<file path="src/rtl/core/lsbpe_pkg.sv">
package lsbpe_pkg;

  localparam int unsigned TICK_W       = 15;
  localparam int unsigned TYPE_W       = 3;
  localparam int unsigned PIXEL_W      = 24;
  localparam int unsigned PULSE_CNT_W  = 5;

  localparam logic [PULSE_CNT_W-1:0] LAST_PULSE = PULSE_CNT_W'(PIXEL_W - 1);

  // Strip type codes.
  localparam logic [TYPE_W-1:0] STRIP_NULL    = 3'd0;
  localparam logic [TYPE_W-1:0] STRIP_WS2812  = 3'd1;
  localparam logic [TYPE_W-1:0] STRIP_WS2812B = 3'd2;
  localparam logic [TYPE_W-1:0] STRIP_WS2812D = 3'd3;
  localparam logic [TYPE_W-1:0] STRIP_GENERIC = 3'd4;

  // Timings in 50 ns ticks, truncated.
  typedef struct packed {
    logic [TICK_W-1:0] t0h;
    logic [TICK_W-1:0] t0l;
    logic [TICK_W-1:0] t1h;
    logic [TICK_W-1:0] t1l;
    logic [TICK_W-1:0] trs;
  } timing_t;

  // One pixel as it waits between the front and the back.
  typedef struct packed {
    logic [PIXEL_W-1:0] word;
    logic               final_pixel;
    logic [TYPE_W-1:0]  strip_type;
  } pixel_entry_t;

  function automatic logic strip_active(input logic [TYPE_W-1:0] st);
    return (st inside {[STRIP_WS2812:STRIP_GENERIC]});
  endfunction

  function automatic timing_t strip_timing(input logic [TYPE_W-1:0] st);
    timing_t t;
    case (st)
      STRIP_WS2812:  t = '{t0h: 15'd7, t0l: 15'd16, t1h: 15'd14, t1l: 15'd12, trs: 15'd1000};
      STRIP_WS2812B: t = '{t0h: 15'd6, t0l: 15'd21, t1h: 15'd21, t1l: 15'd6,  trs: 15'd5600};
      STRIP_WS2812D: t = '{t0h: 15'd8, t0l: 15'd17, t1h: 15'd16, t1l: 15'd9,  trs: 15'd1000};
      STRIP_GENERIC: t = '{t0h: 15'd8, t0l: 15'd17, t1h: 15'd17, t1l: 15'd8,  trs: 15'd1000};
      default:       t = '0;
    endcase
    return t;
  endfunction

endpackage

</file>
<file path="src/rtl/core/lsbpe_front.sv">
module lsbpe_front
  import lsbpe_pkg::*;
(
  input  logic               clk,
  input  logic               rst_n,
  input  logic               cfg_valid,
  input  logic [TYPE_W-1:0]  cfg_strip_type,
  input  logic               in_valid,
  output logic               in_ready,
  input  logic [7:0]         in_red,
  input  logic [7:0]         in_green,
  input  logic [7:0]         in_blue,
  input  logic               in_final_pixel,
  output logic               push_valid,
  input  logic               push_ready,
  output pixel_entry_t       push_entry
);

  logic [TYPE_W-1:0] strip_type_r;
  logic              stage_valid_r, stage_valid_nxt;
  pixel_entry_t      stage_r;
  logic              accept;

  assign in_ready   = !stage_valid_r || push_ready;
  assign accept     = in_valid && in_ready;
  assign push_valid = stage_valid_r;
  assign push_entry = stage_r;

  // Pixels for a null or unknown strip type are taken and dropped here.
  always_comb begin
    stage_valid_nxt = stage_valid_r && !push_ready;
    if (accept && strip_active(strip_type_r)) begin
      stage_valid_nxt = 1'b1;
    end
  end

  always_ff @(posedge clk) begin
    if (!rst_n) begin
      strip_type_r  <= STRIP_NULL;
      stage_valid_r <= 1'b0;
    end else begin
      if (cfg_valid) begin
        strip_type_r <= cfg_strip_type;
      end
      stage_valid_r <= stage_valid_nxt;
    end
  end

  always_ff @(posedge clk) begin
    if (accept) begin
      stage_r.word        <= {in_green, in_red, in_blue};
      stage_r.final_pixel <= in_final_pixel;
      stage_r.strip_type  <= strip_type_r;
    end
  end

endmodule

</file>
<file path="src/rtl/core/lsbpe_queue.sv">
module lsbpe_queue
  import lsbpe_pkg::*;
#(
  parameter int unsigned DEPTH = 2
) (
  input  logic         clk,
  input  logic         rst_n,
  input  logic         push_valid,
  output logic         push_ready,
  input  pixel_entry_t push_entry,
  output logic         pop_valid,
  input  logic         pop_ready,
  output pixel_entry_t pop_entry
);

  localparam int unsigned PTR_W = $clog2(DEPTH);
  localparam int unsigned CNT_W = $clog2(DEPTH + 1);

  pixel_entry_t     slots_r [DEPTH];
  logic [PTR_W-1:0] wr_ptr_r, wr_ptr_nxt;
  logic [PTR_W-1:0] rd_ptr_r, rd_ptr_nxt;
  logic [CNT_W-1:0] count_r, count_nxt;
  logic             push, pop;

  assign push_ready = (count_r != CNT_W'(DEPTH));
  assign pop_valid  = (count_r != '0);
  assign push       = push_valid && push_ready;
  assign pop        = pop_ready && pop_valid;
  assign pop_entry  = slots_r[rd_ptr_r];

  always_comb begin
    wr_ptr_nxt = wr_ptr_r;
    rd_ptr_nxt = rd_ptr_r;
    count_nxt  = count_r;
    if (push) begin
      wr_ptr_nxt = (wr_ptr_r == PTR_W'(DEPTH - 1)) ? '0 : wr_ptr_r + 1'b1;
    end
    if (pop) begin
      rd_ptr_nxt = (rd_ptr_r == PTR_W'(DEPTH - 1)) ? '0 : rd_ptr_r + 1'b1;
    end
    if (push && !pop) begin
      count_nxt = count_r + 1'b1;
    end else if (pop && !push) begin
      count_nxt = count_r - 1'b1;
    end
  end

  always_ff @(posedge clk) begin
    if (!rst_n) begin
      wr_ptr_r <= '0;
      rd_ptr_r <= '0;
      count_r  <= '0;
    end else begin
      wr_ptr_r <= wr_ptr_nxt;
      rd_ptr_r <= rd_ptr_nxt;
      count_r  <= count_nxt;
    end
  end

  always_ff @(posedge clk) begin
    if (push) begin
      slots_r[wr_ptr_r] <= push_entry;
    end
  end

endmodule

</file>
<file path="src/rtl/core/lsbpe_back.sv">
module lsbpe_back
  import lsbpe_pkg::*;
(
  input  logic              clk,
  input  logic              rst_n,
  input  logic              pop_valid,
  output logic              pop_ready,
  input  pixel_entry_t      pop_entry,
  output logic              out_valid,
  input  logic              out_ready,
  output logic [TICK_W-1:0] out_high_ticks,
  output logic [TICK_W-1:0] out_low_ticks,
  output logic              out_bit_value,
  output logic              out_pixel_done,
  output logic              out_frame_done
);

  logic                   busy_r, busy_nxt;
  pixel_entry_t           cur_r;
  logic [PULSE_CNT_W-1:0] cnt_r;
  logic                   out_valid_r, out_valid_nxt;
  logic [TICK_W-1:0]      high_r, low_r;
  logic                   bit_r, pixel_done_r, frame_done_r;

  timing_t                tm;
  logic                   cur_bit, last, emit, load;

  assign tm      = strip_timing(cur_r.strip_type);
  assign cur_bit = cur_r.word[PIXEL_W-1];
  assign last    = (cnt_r == LAST_PULSE);
  assign emit    = busy_r && (!out_valid_r || out_ready);
  // The next pixel is taken in the cycle the last pulse goes out, so pixels run gap-free.
  assign load    = pop_valid && (!busy_r || (emit && last));
  assign pop_ready = !busy_r || (emit && last);

  always_comb begin
    busy_nxt = busy_r;
    if (emit && last) begin
      busy_nxt = 1'b0;
    end
    if (load) begin
      busy_nxt = 1'b1;
    end
    out_valid_nxt = out_valid_r && !out_ready;
    if (emit) begin
      out_valid_nxt = 1'b1;
    end
  end

  always_ff @(posedge clk) begin
    if (!rst_n) begin
      busy_r      <= 1'b0;
      out_valid_r <= 1'b0;
    end else begin
      busy_r      <= busy_nxt;
      out_valid_r <= out_valid_nxt;
    end
  end

  always_ff @(posedge clk) begin
    if (load) begin
      cur_r <= pop_entry;
      cnt_r <= '0;
    end else if (emit) begin
      cur_r.word <= {cur_r.word[PIXEL_W-2:0], 1'b0};
      cnt_r      <= cnt_r + 1'b1;
    end
    if (emit) begin
      high_r       <= cur_bit ? tm.t1h : tm.t0h;
      low_r        <= (last && cur_r.final_pixel) ? tm.trs : (cur_bit ? tm.t1l : tm.t0l);
      bit_r        <= cur_bit;
      pixel_done_r <= last;
      frame_done_r <= last && cur_r.final_pixel;
    end
  end

  assign out_valid      = out_valid_r;
  assign out_high_ticks = high_r;
  assign out_low_ticks  = low_r;
  assign out_bit_value  = bit_r;
  assign out_pixel_done = pixel_done_r;
  assign out_frame_done = frame_done_r;

endmodule

</file>
<file path="src/rtl/core/led_strip_bit_pulse_encoder.sv">
// LED strip bit pulse encoder.
// The input channel takes one pixel (red, green, blue and a flag for the
// frame's last pixel). The result channel gives 24 pulses per pixel, green,
// red, then blue, most significant bit first, each with its high and low time
// in 50 ns ticks; the frame's final pulse carries the reset time as low time.
// The configuration channel writes the strip type; a null or unknown type
// makes the block take pixels and give no pulses.
// A pixel passes the front stage, the queue and the generator's pixel register
// before its first pulse is registered. The generator issues one pulse per cycle
// while the receiver takes them, so in steady state a pixel is taken per 24
// pulses; a queue of QUEUE_DEPTH pixels plus one front stage lets the input run ahead.
// A stalled receiver holds the result register, the generator waits, and the
// input stops once the queue and front stage are full.
// Reset empties all stages and sets the strip type to null.
module led_strip_bit_pulse_encoder
  import lsbpe_pkg::*;
#(
  parameter int unsigned QUEUE_DEPTH = 2
) (
  input  logic              clk,
  input  logic              rst_n,
  input  logic              cfg_valid,
  output logic              cfg_ready,
  input  logic [TYPE_W-1:0] cfg_strip_type,
  input  logic              in_valid,
  output logic              in_ready,
  input  logic [7:0]        in_red,
  input  logic [7:0]        in_green,
  input  logic [7:0]        in_blue,
  input  logic              in_final_pixel,
  output logic              out_valid,
  input  logic              out_ready,
  output logic [TICK_W-1:0] out_high_ticks,
  output logic [TICK_W-1:0] out_low_ticks,
  output logic              out_bit_value,
  output logic              out_pixel_done,
  output logic              out_frame_done
);

  logic         push_valid, push_ready;
  pixel_entry_t push_entry;
  logic         pop_valid, pop_ready;
  pixel_entry_t pop_entry;

  assign cfg_ready = 1'b1;

  lsbpe_front u_front (
    .clk            (clk),
    .rst_n          (rst_n),
    .cfg_valid      (cfg_valid),
    .cfg_strip_type (cfg_strip_type),
    .in_valid       (in_valid),
    .in_ready       (in_ready),
    .in_red         (in_red),
    .in_green       (in_green),
    .in_blue        (in_blue),
    .in_final_pixel (in_final_pixel),
    .push_valid     (push_valid),
    .push_ready     (push_ready),
    .push_entry     (push_entry)
  );

  lsbpe_queue #(
    .DEPTH (QUEUE_DEPTH)
  ) u_queue (
    .clk        (clk),
    .rst_n      (rst_n),
    .push_valid (push_valid),
    .push_ready (push_ready),
    .push_entry (push_entry),
    .pop_valid  (pop_valid),
    .pop_ready  (pop_ready),
    .pop_entry  (pop_entry)
  );

  lsbpe_back u_back (
    .clk            (clk),
    .rst_n          (rst_n),
    .pop_valid      (pop_valid),
    .pop_ready      (pop_ready),
    .pop_entry      (pop_entry),
    .out_valid      (out_valid),
    .out_ready      (out_ready),
    .out_high_ticks (out_high_ticks),
    .out_low_ticks  (out_low_ticks),
    .out_bit_value  (out_bit_value),
    .out_pixel_done (out_pixel_done),
    .out_frame_done (out_frame_done)
  );

endmodule
</file>
<file path="config.mk">
export PLATFORM = sky130hd
export DESIGN_NAME = led_strip_bit_pulse_encoder
export DESIGN_NICKNAME = d
export VERILOG_FILES = /design/src/rtl/core/lsbpe_pkg.sv /design/src/rtl/core/lsbpe_front.sv /design/src/rtl/core/lsbpe_queue.sv /design/src/rtl/core/lsbpe_back.sv /design/src/rtl/core/led_strip_bit_pulse_encoder.sv
export SDC_FILE = /design/constraint.sdc
export NUM_CORES = 1
export LEC_CHECK = 0
export ABC_CLOCK_PERIOD_IN_PS = 2900
export BUFFER_PORTS_ARGS = -buffer_cell sky130_fd_sc_hd__buf_2
export CAP_MARGIN = 40
export CORE_MARGIN = 2
export CORE_UTILIZATION = 50
export DETAILED_ROUTE_END_ITERATION = 10
export GPL_TIMING_DRIVEN = 0
export PLACE_DENSITY_LB_ADDON = 0.3
export RECOVER_POWER = 100
export SLEW_MARGIN = 40
export SYNTH_ARGS = -nofsm -noshare
export SYNTH_HDL_FRONTEND = slang
export SYNTH_SLANG_ARGS = --single-unit
</file>
<file path="constraint.sdc">
create_clock -name clk -period 2.9 [get_ports clk]
set_clock_uncertainty 0.15 [all_clocks]
set_input_delay 0.29 -clock clk [delete_from_list [all_inputs] [get_ports clk]]
set_output_delay 0.29 -clock clk [all_outputs]
set_load 0.1 [all_outputs]
</file>
==> results of run 1 <==
-- layer usage --
metal,part of all wire [%],wire [microns],track usage (%)
met1,44,3800,20.1
met2,50,4290,24.8
met3,4.7,402,4.27
met4,1.4,119,7.05
met5,0,0,0
-- through the flow --
stage          cell area, sq um  worst slack (ps)  hold WS, ps  total power, W  instances
3_3_place_gp               6050              1.76          273         0.00499        532
5_1_grt                    6950              61.0          305         0.00743        600
2_1_floorplan              5600               169          239         0.00465        338
4_1_cts                    7010               162          297         0.00722        600
6_report                   6950               234          296         0.00709        600
3_5_place_dp               6080               185          281         0.00506        534
-- power by group --
group / total [W] / internal [W] / leakage (nW) / switching [W]
logic: 0.00198 / 0.000625 / 0.895 / 0.00135
registers: 0.00301 / 0.00285 / 1.34 / 0.000161
clock network: 0.00210 / 0.00130 / 0.267 / 0.000796
total: 0.00709 / 0.00478 / 2.50 / 0.00231
-- sequential cells by signal (all words and copies together), names as in the netlist, 2 cells and up, named ones only --
name                   cells
u_queue.count_r            2
u_front.push_entry        28
u_front.strip_type_r       3
u_back.out_low_ticks       8
u_queue.slots_r           56
u_back.out_high_ticks      5
u_back.cnt_r               5
u_back.cur_r              27
-- area by class of cell --
type / instances / area, sq um / share of cell area, %
sequential: 144 / 4160 / 60.0
multi-input combinational: 157 / 1210 / 17.4
timing repair buffer: 90 / 599 / 8.63
clock buffer: 18 / 418 / 6.02
buffer: 28 / 178 / 2.56
tap: 140 / 175 / 2.52
clock inverter: 14 / 166 / 2.40
inverter: 9 / 33.8 / 0.486
-- kinds of logic (layout without fill, tap and decap cells) --
family,after synthesis,after routing
AOI/OAI and AO/OA,31,31
xor gates and xnor gates,3,3
adders and majority gates,2,2
buffers and inverters,37,159
DFF,144,144
muxes,57,57
other,2,14
and+or+nand+nor,50,50
-- synthesized netlist by cell type --
cell,count
o21a_1,3
mux2_2,31
buf_6,2
or3_1,4
nor3b_1,1
xor2_1,3
nand4b_1,1
ha_1,2
o21ai_0,6
nor3_1,3
dfxtp_1,16
a21oi_1,13
buf_1,1
edfxtp_1,128
clkbuf_1,4
o31ai_4,1
and2_1,1
mux2i_1,7
mux2_1,19
and3_1,2
o32ai_1,1
o21bai_1,1
or2_2,2
nand2b_1,6
o31ai_1,3
a21boi_0,1
nor2b_1,5
a211oi_1,1
nor2_1,14
or4_1,3
a22oi_1,1
buf_2,2
nand3_1,4
nand2_1,4
buf_4,19
conb_1,2
inv_1,9
-- cell usage in the layout, fill, tap and decap left out, types with 4 or more instances in the layout --
cell and count:
mux2_1 19, o21ai_0 6, nor2b_1 5, or3_1 4
conb_1 14, nand3_1 4, mux2_2 31, edfxtp_1 128
a21oi_1 13, clkbuf_1 33, clkbuf_16 16, dlygate4sd3_1 34
buf_2 29, nand2b_1 6, clkinvlp_4 6, dfxtp_1 16
nand2_1 4, nor2_1 13, buf_4 19, mux2i_1 7
inv_1 9
-- path summary, 6_finish.rpt --
| path | end | depth (start not counted) | slack, ps |
|---|---|---|---|
| min reg2reg | u_queue.slots_r[1][22]$_DFFE_PP_ | 0 | 300 |
| max | u_queue.count_r[1]$_SDFFE_PN0P_ | 8 | 230 |
| max reg2reg | u_queue.count_r[1]$_SDFFE_PN0P_ | 8 | 230 |
| min | u_queue.slots_r[1][22]$_DFFE_PP_ | 0 | 300 |
-- what timing repair did --
action / 4_1_cts / 5_1_grt
resized for setup: 0 / 0
hold buffers: 34 / 0
setup buffers: 0 / 0
endpoints found under the hold margin: 33 / 0
==> metrics.txt, run 1 <==
CP required ~3200 ps; maximum clock path buffer count 2; die height 109 microns; routed wire length between 8 and 9 mm; Synth Cell Area 5550 sq um; crit path launch u_back.cnt_r[0]$_SDFFE_PN0P_; via-per-instance ratio between 4 and 5; Worst Max-Slew Pin Slew roughly 1400 ps; maximum vdd drop between 500 and 600 uV; Crit. End Element flop; io pins 69; CP dominant cell by count ha_1; Post-Synthesis Cells ~330; Avg WL per Cell 14.4 microns; status completed; total power density per cell area around 1000 nW/um^2; top area cells in the synthesized netlist edfxtp_1 (69%), mux2_2 (6.3%), dfxtp_1 (5.8%); syn_area_per_cell roughly 17 sq um; slowest stage cell, crit path o31ai_4; layout cells sized above 1 between 20% and 30%; Post-Synth Simple-Gate Area 4.80%; Port Buffers between 50 and 60; Fin Setup TNS 0 ps; final-report hold violation count 0; crit-path max FO 13; post-synth cell types 37; Ys Warns 0; die area about 12,000 sq um; #FFs+latches synth roughly 140; cell row count 38; final setup vio count 0; Initial Utilization between 50 and 60%; clk sinks roughly 140; Reg-to-Reg Start u_back.cnt_r[0]$_SDFFE_PN0P_; Post-DRT Antenna Nets 0; Worst path top cell family by delay compound AO/OA/AOI/OAI gates; final worst-path cycle share 91.9%; area leader, netlist edfxtp_1; synthesis-to-finish area growth 25.1%; Final #Nets 482; mux cell area share after synthesis about 11%; HP Start u_front.push_entry[22]$_DFFE_PP_; first-pass GRT wire length about 14 mm; Buf/Inv on CP 2; Clock Latency Late Sink between 500 and 600 ps; final slew viol count 0; min cycle time layout 2670 ps; drt drc 0; Core Region between 10,000 and 15,000 sq um; fill count between 800 and 900; number of global-route vias before repair about 2,900; n_diodes 0; xor/xnor share of the synthesized area less than 1%; root buf cell clkbuf_8; fin util between 60% and 70%; Peak Freq roughly 380 MHz; Post-DP HPWL between 5 and 6 mm; H-tree levels 4; Arr. time, crit path about 3000 ps; top cell type's share of synthesized area approximately 70%; critical path class flop to flop; CTS tree built; Reg clk slew, reported paths about 60 ps; Hold Path Class flop to flop; gp weighted congestion around 0.78; register area share after synthesis 75.0%; leakage power around 2.5 nW; relative slew slack under 10%; worst-path cell chain ha_1, nand4b_1, o31ai_4, buf_4, inv_1, ha_1, or3_1, a21oi_1; Overflow after GRT 0; Worst path max stage delay 450 ps; initial antenna violation count 0; gr usage total about 16%; compound-gate portion of the synthesized area under 10%; DR pass1 iterations 4; largest net degree at the start of global routing 29; die width between 100 and 150 microns; Synth Area in Adders 0.451%; initial drt markers around 110; largest family of logic cells by synthesized area multiplexers; Max-Cap Viols 0; Num CTS Buffers 17; CP Launch Type flop; RSZ-0062 raised after global routing no; Vias between 2,000 and 3,000
Power figures use the tool's default switching activity.
==> run 2, diff against run 1 <==
ABC_AREA = 1   (was unset)
SYNTH_HIERARCHICAL = 1   (was unset)
==> metrics.txt, run 2 <==
status finished, violations left; failing checks max-capacitance violations, max-slew violations; r2r endpoint u_back/cnt_r[4]$_SDFFE_PP0P_; count leader, synth edfxtp_1; commonest non-fill, non-tap cell in the layout edfxtp_1; max reg flops 56 (unchanged); Hold Path Class primary input to flop; layout cells sized above 1 25.2% (-0.031 points); dominant synthesized flop cell edfxtp_1; Reg clk slew, reported paths 60 ps (about the same); initial antenna violation count 0 (unchanged); gp weighted congestion 0.767 (-2.1%); crit-path max FO 5 (-8); final worst-path cycle share 83.5% (-8.4 points); Num CTS Buffers 17 (unchanged); commonest non-fill, non-tap cells in the layout edfxtp_1 (128), nand2_1 (71), nand3_1 (33); syn_area_per_cell 14.4 sq um (-16%); Post-Synthesis Cells 409 (+25%); die width 112 microns (+2.8%); CTS resizes 0 (unchanged); CP required 2460 ps (-730 ps); Initial Utilization 51.3% (+0.071 points); #FFs+latches synth 144 (unchanged); Overflow after GRT 0 (unchanged); maximum vdd drop 1100 uV (+120%); H-tree levels 4 (unchanged); critical path class flop to output port; Post-DRT Antenna Nets 0 (unchanged); RSZ-0062 raised after global routing no; Post-Synth Simple-Gate Area 12.7% (+7.9 points); io pins 69 (unchanged); R2R depth 5 (-3); Max-Cap Viols 1 (+1); Post-CTS Setup Inserts 0 (unchanged); Ys Warns 6 (+6); Synth Cell Area 5880 sq um (+5.9%); Final #Nets 559 (+16%); die area 12,600 sq um (+5.7%); first-pass GRT wire length 14.7 mm (+7.8%); Avg WL per Cell 13.2 microns (-8.3%); area occupied by multi-input gates 1280 sq um (+6.0%); Worst Max-Slew Pin Slew 1640 ps (+227 ps); Arr. time, crit path 1980 ps (-980 ps); largest family of logic cells by synthesized area simple AND/OR/NAND/NOR gates; list of most frequent post-synthesis cells edfxtp_1 (128), nand2_1 (67), nand3_1 (32), inv_1 (29), mux2_4 (20); final slew viol count 20 (+20); largest net degree at the start of global routing 25 (-14%); post-route worst setup slack 477 ps (+243 ps); CP Capture Point in_ready; CTS tree built; die height 112 microns (+2.8%); number of global-route vias before repair 3,265 (+14%); Async S/R FF share, synth 0% (unchanged); top cell type's share of synthesized area 65.4% (-3.9 points); number of flops mapped to enable cells by yosys 128 (unchanged); total power density per cell area 1070 nW/um^2 (+5.1%); fin util 62.4% (-1.7 points); final setup vio count 0 (unchanged); Synth Area in Adders 0.426% (-0.025 points); initial drt markers 193 (+77%); PnR Total Power 0.00767 W (+8.2%); Clock Latency Late Sink 410 ps (-100 ps); root buf cell clkbuf_16; DR pass1 iterations 4 (unchanged); cell row count 39 (+2.6%); Crit. End Element output port; maximum clock path buffer count 2 (unchanged); dpl ws 724 ps (+539 ps); n_diodes 0 (unchanged); Peak Freq 413 MHz (+10%); fill count 850 (+5.6%); xor/xnor share of the synthesized area 0.298% (-0.18 points); routed wire length 8.93 mm (+3.8%); mux cell area share after synthesis 6.64% (-4.8 points); Reg-to-Reg Start u_back/busy_r$_SDFFE_PN0P_; Port Buffers 54 (unchanged); synthesis-to-finish area growth 21.6%; Core Region 11,500 sq um (+5.8%); compound-gate portion of the synthesized area 2.28% (-1.3 points); min cycle time layout 2420 ps (-243 ps); most flop-heavy register u_queue/slots_r; top area cells in the synthesized netlist edfxtp_1 (65%), dfxtp_1 (5.4%), mux2_4 (5.1%); HP Start rst_n; relative slew slack -9.25% (-15 points); CP Launch Type flop; clk sinks 144 (unchanged); Post-DP HPWL 5.61 mm (+8.4%); gr usage total 15.4% (-0.18 points); Vias 3,217 (+9.2%); area leader, netlist edfxtp_1; register area 4160 sq um (unchanged); leakage power 2.87 nW (+15%); drt drc 0 (unchanged); final-report hold violation count 0 (unchanged); via-per-instance ratio 4.74 (-3.5%); register-to-register setup slack 530 ps (+300 ps); crit path launch u_queue/count_r[0]$_SDFFE_PN0P_; post-synth cell types 33 (-11%); register area share after synthesis 70.8% (-4.2 points)
-- run 2: layout make-up --
class	instances	area share, %
Buffer	29	3.04
Clock buffer	18	6.00
Clock inverter	13	2.61
Inverter	34	1.84
Multi-Input combinational cell	214	17.9
Sequential cell	144	58.2
Tap cell	143	2.50
Timing Repair Buffer	84	7.84
-- run 2: how the worst min path moves through the flow --
stage,end,slack (ps),cells after the start
global placement,u_queue/slots_r[0][12]$_DFFE_PP_,270,0
CTS,u_front/push_valid$_SDFF_PN0_,20,3
global route,u_front/push_valid$_SDFF_PN0_,50,3
detailed placement,u_queue/slots_r[1][1]$_DFFE_PP_,280,0
finish,u_front/push_valid$_SDFF_PN0_,40,3
floorplan,u_front/push_entry[10]$_DFFE_PP_,240,0
-- run 2: cell families after synthesis --
logic type	count (synthesis)
AND/OR/NAND/NOR	146
flip-flops	144
AO/OA/AOI/OAI	22
multiplexers	28
XOR/XNOR	2
adder cells (fa/ha/maj)	2
other	2
buffers and inverters	63
-- run 2: worst max-delay path: stages (launching register included) --
cell	delay, ps
dfxtp_1	350
inv_1	90
nand2_1	100
inv_1	60
nand2_1	100
clkbuf_1	870
-- run 2: per-stage QoR --
| stage | setup TNS, ps | cell area, sq um | hold slack (ps) | instances |
|---|---|---|---|---|
| floorplan | 0 | 5920 | 239 | 421 |
| global placement | -4570 | 6370 | 274 | 618 |
| detailed placement | 0 | 6460 | 280 | 621 |
| CTS | 0 | 7340 | 21.0 | 679 |
| global route | 0 | 7150 | 48.9 | 679 |
| finish | 0 | 7150 | 35.6 | 679 |
-- run 2: repair_timing --
item	4_1_cts	5_1_grt
hold buffers	27	0
setup endpoints to repair	0	0
endpoints found under the hold margin	27	0
-- run 2: where the power goes --
group          switching [W]  total [W]  internal [W]
clock               0.000797    0.00223       0.00144
sequential          0.000188    0.00306       0.00287
combinational        0.00174    0.00238      0.000637
total                0.00272    0.00767       0.00495
-- run 2: per-layer routing --
metal	GRT usage [%]	wire, microns	vias to the layer above
li1	-	-	1620
met1	16.4	3670	1492
met2	27.4	4620	87
met3	5.02	430	18
met4	7.89	206	0
met5	0	0	-
==> run 3, diff against run 2 <==
ABC_CLOCK_PERIOD_IN_PS = 2500   (was 2900)
clock period = 2.5 ns   (was 2.9 ns; I/O delays follow)
==> metrics.txt, run 3 (synthesis gave the netlist of run 2 again) <==
status completed; maximum clock path buffer count 2 (unchanged); Reg clk slew, reported paths 60 ps (about the same); first-pass GRT wire length 14.6 mm (-0.89%); Final Non-Filler Cells 683 (+0.59%); via-per-instance ratio 4.73 (-0.12%); Max-Cap Viols 0 (-1); Psw 0.00322 W (+18%); total power density per cell area 1220 nW/um^2 (+13%); Clock Latency Late Sink 410 ps (about the same); synthesis-to-finish area growth 20.5%; fill count 861 (+1.3%); sequential share of power 41.2% (+1.3 points); Vias 3,232 (+0.47%); gp weighted congestion 0.778 (+1.3%); commonest non-fill, non-tap cells in the layout edfxtp_1 (128), nand2_1 (69), nand3_1 (32); crit-path max FO 20 (+15); routed wire length 9.19 mm (+2.9%); Arr. time, crit path 2240 ps (+260 ps); number of global-route vias before repair 3,164 (-3.1%); commonest non-fill, non-tap cell in the layout edfxtp_1; final worst-path cycle share 92.1%; final setup vio count 0 (unchanged); cell row count 39 (unchanged); final-report hold violation count 0 (unchanged); die width 112 microns (unchanged); die area 12,600 sq um (unchanged); final slew viol count 0 (-100%); register-to-register setup slack 200 ps (-330 ps); slowest stage cell, crit path nor2_1; Overflow after GRT 0 (unchanged); Post-DRT Antenna Nets 0 (unchanged); Hold Path Class primary input to flop; Hold-fix buffers, CTS 30 (+11%); Comb pwr share 31.6% (+0.6 points); largest net degree at the start of global routing 25 (unchanged); met1 Usage GRT 16.7% (+0.37 points); Crit. End Element flop; critical path class flop to flop; CP dominant cell by count nand2_1; Core Region 11,500 sq um (unchanged); root buf cell clkbuf_16; layout cells sized above 1 24.1% (-1.1 points); Fin Setup TNS 0 ps (unchanged); dpl cell area 6440 sq um (-0.17%); most flop-heavy register u_queue/slots_r; gr usage total 15.1% (-0.29 points); CTS tree built; relative slew slack 22.4% (+32 points); # placed instances 621 (unchanged); Peak Freq about 430 MHz; DR pass1 iterations 4 (unchanged); CP Launch Type flop; CP required 2440 ps (-20 ps); initial drt markers 258 (+34%); min cycle time layout ~2300 ps; n_diodes 0 (unchanged); GRT Max-Usage Layer met2; Post-DP HPWL 5.76 mm (+2.8%); RSZ-0062 raised after global routing no; maximum vdd drop 1020 uV (-7.4%); Worst Max-Slew Pin Slew 1170 ps (-470 ps); post-route cell area 7080 sq um (-0.96%); Initial Utilization 51.3% (unchanged); die height 112 microns (unchanged); max reg flops 56 (unchanged); leakage power 2.82 nW (-1.8%); GR Util met2 27.1% (-0.28 points); Post-CTS Setup Inserts 0 (unchanged); drt drc 0 (unchanged); H-tree levels 4 (unchanged); Avg WL per Cell 13.5 microns (+2.3%); worst-path cell chain inv_1, nand2_1, nand2_1, nor2_1, clkbuf_4; Final #Nets 562 (+0.54%); met3 GRT Util 4.37% (-0.65 points); Clk pwr share 27.2% (-1.9 points); Port Buffers 54 (unchanged); Sw Ratio 37.4% (+1.9 points); initial antenna violation count 0 (unchanged); io pins 69 (unchanged); Internal Pwr Total 0.00539 W (+9.0%); Num CTS Buffers 17 (unchanged); clk sinks 144 (unchanged); Worst path max stage delay 650 ps (-220 ps); CTS resizes 0 (unchanged)
==> run 3: changes by cell type in the layout (fill, tap and decap cells not counted), sizes merged <==
cell         before  now
buf              56   53
clkbuf           48   50
clkinvlp          5    4
dlygate4sd3      27   30
bufinv            4    1
clkinv            2    6
inv              36   38
==> run 3: final timing paths <==
| path | to | startpoint | cells after the start |
|---|---|---|---|
| worst max-delay path | u_queue/slots_r[0][25]$_DFFE_PP_ | u_queue/count_r[0]$_SDFFE_PN0P_ | 5 |
| worst min-delay path | u_front/strip_type_r[2]$_SDFFE_PN0P_ | cfg_strip_type[2] | 3 |
| worst max register to register | u_queue/slots_r[0][25]$_DFFE_PP_ | u_queue/count_r[0]$_SDFFE_PN0P_ | 5 |
| worst min register to register | u_queue/slots_r[1][11]$_DFFE_PP_ | u_front/push_entry[11]$_DFFE_PP_ | 0 |
==> run 3: through the flow <==
stage / setup slack (ps) / hold WS, ps / total power (W) / util (%)
finish: 198 / 27.1 / 0.00861 / 61.8
global route: 43.0 / 34.5 / 0.00901 / 61.8
CTS: 259 / 0.954 / 0.00894 / 63.7
detailed placement: 289 / 278 / 0.00654 / 56.2
global placement: -494 / 274 / 0.00643 / 55.6
floorplan: 159 / 199 / 0.00603 / -
==> run 3: critical path: cells and delay by family, from the launching register on <==
| kind | cells | cell delay [ps] |
|---|---|---|
| simple gates | 3 | 850 |
| buf+inv | 2 | 610 |
| flops | 1 | 360 |
==> run 3: cell type report <==
cell class / count / area, sq um / area share, %
Timing Repair Buffer: 87 / 569 / 8.04
Buffer: 29 / 201 / 2.84
Tap cell: 143 / 179 / 2.53
Clock inverter: 15 / 133 / 1.87
Inverter: 34 / 131 / 1.85
Sequential cell: 144 / 4170 / 58.8
Clock buffer: 17 / 425 / 6.01
Multi-Input combinational cell: 214 / 1280 / 18.1
==> run 3: power by group through the flow <==
| stage | Clock, W | Combinational, W | Sequential, W |
|---|---|---|---|
| global placement | 0 | 0.00286 | 0.00358 |
| CTS | 0.00239 | 0.00300 | 0.00355 |
| global route | 0.00248 | 0.00293 | 0.00359 |
| detailed placement | 0 | 0.00294 | 0.00360 |
| floorplan | 0 | 0.00179 | 0.00425 |
| finish | 0.00235 | 0.00272 | 0.00355 |
==> run 3: layer usage <==
metal	vias up	wire length (microns)
met5	-	0
met4	0	122
met3	13	411
met2	84	4830
met1	1505	3830
li1	1630	-
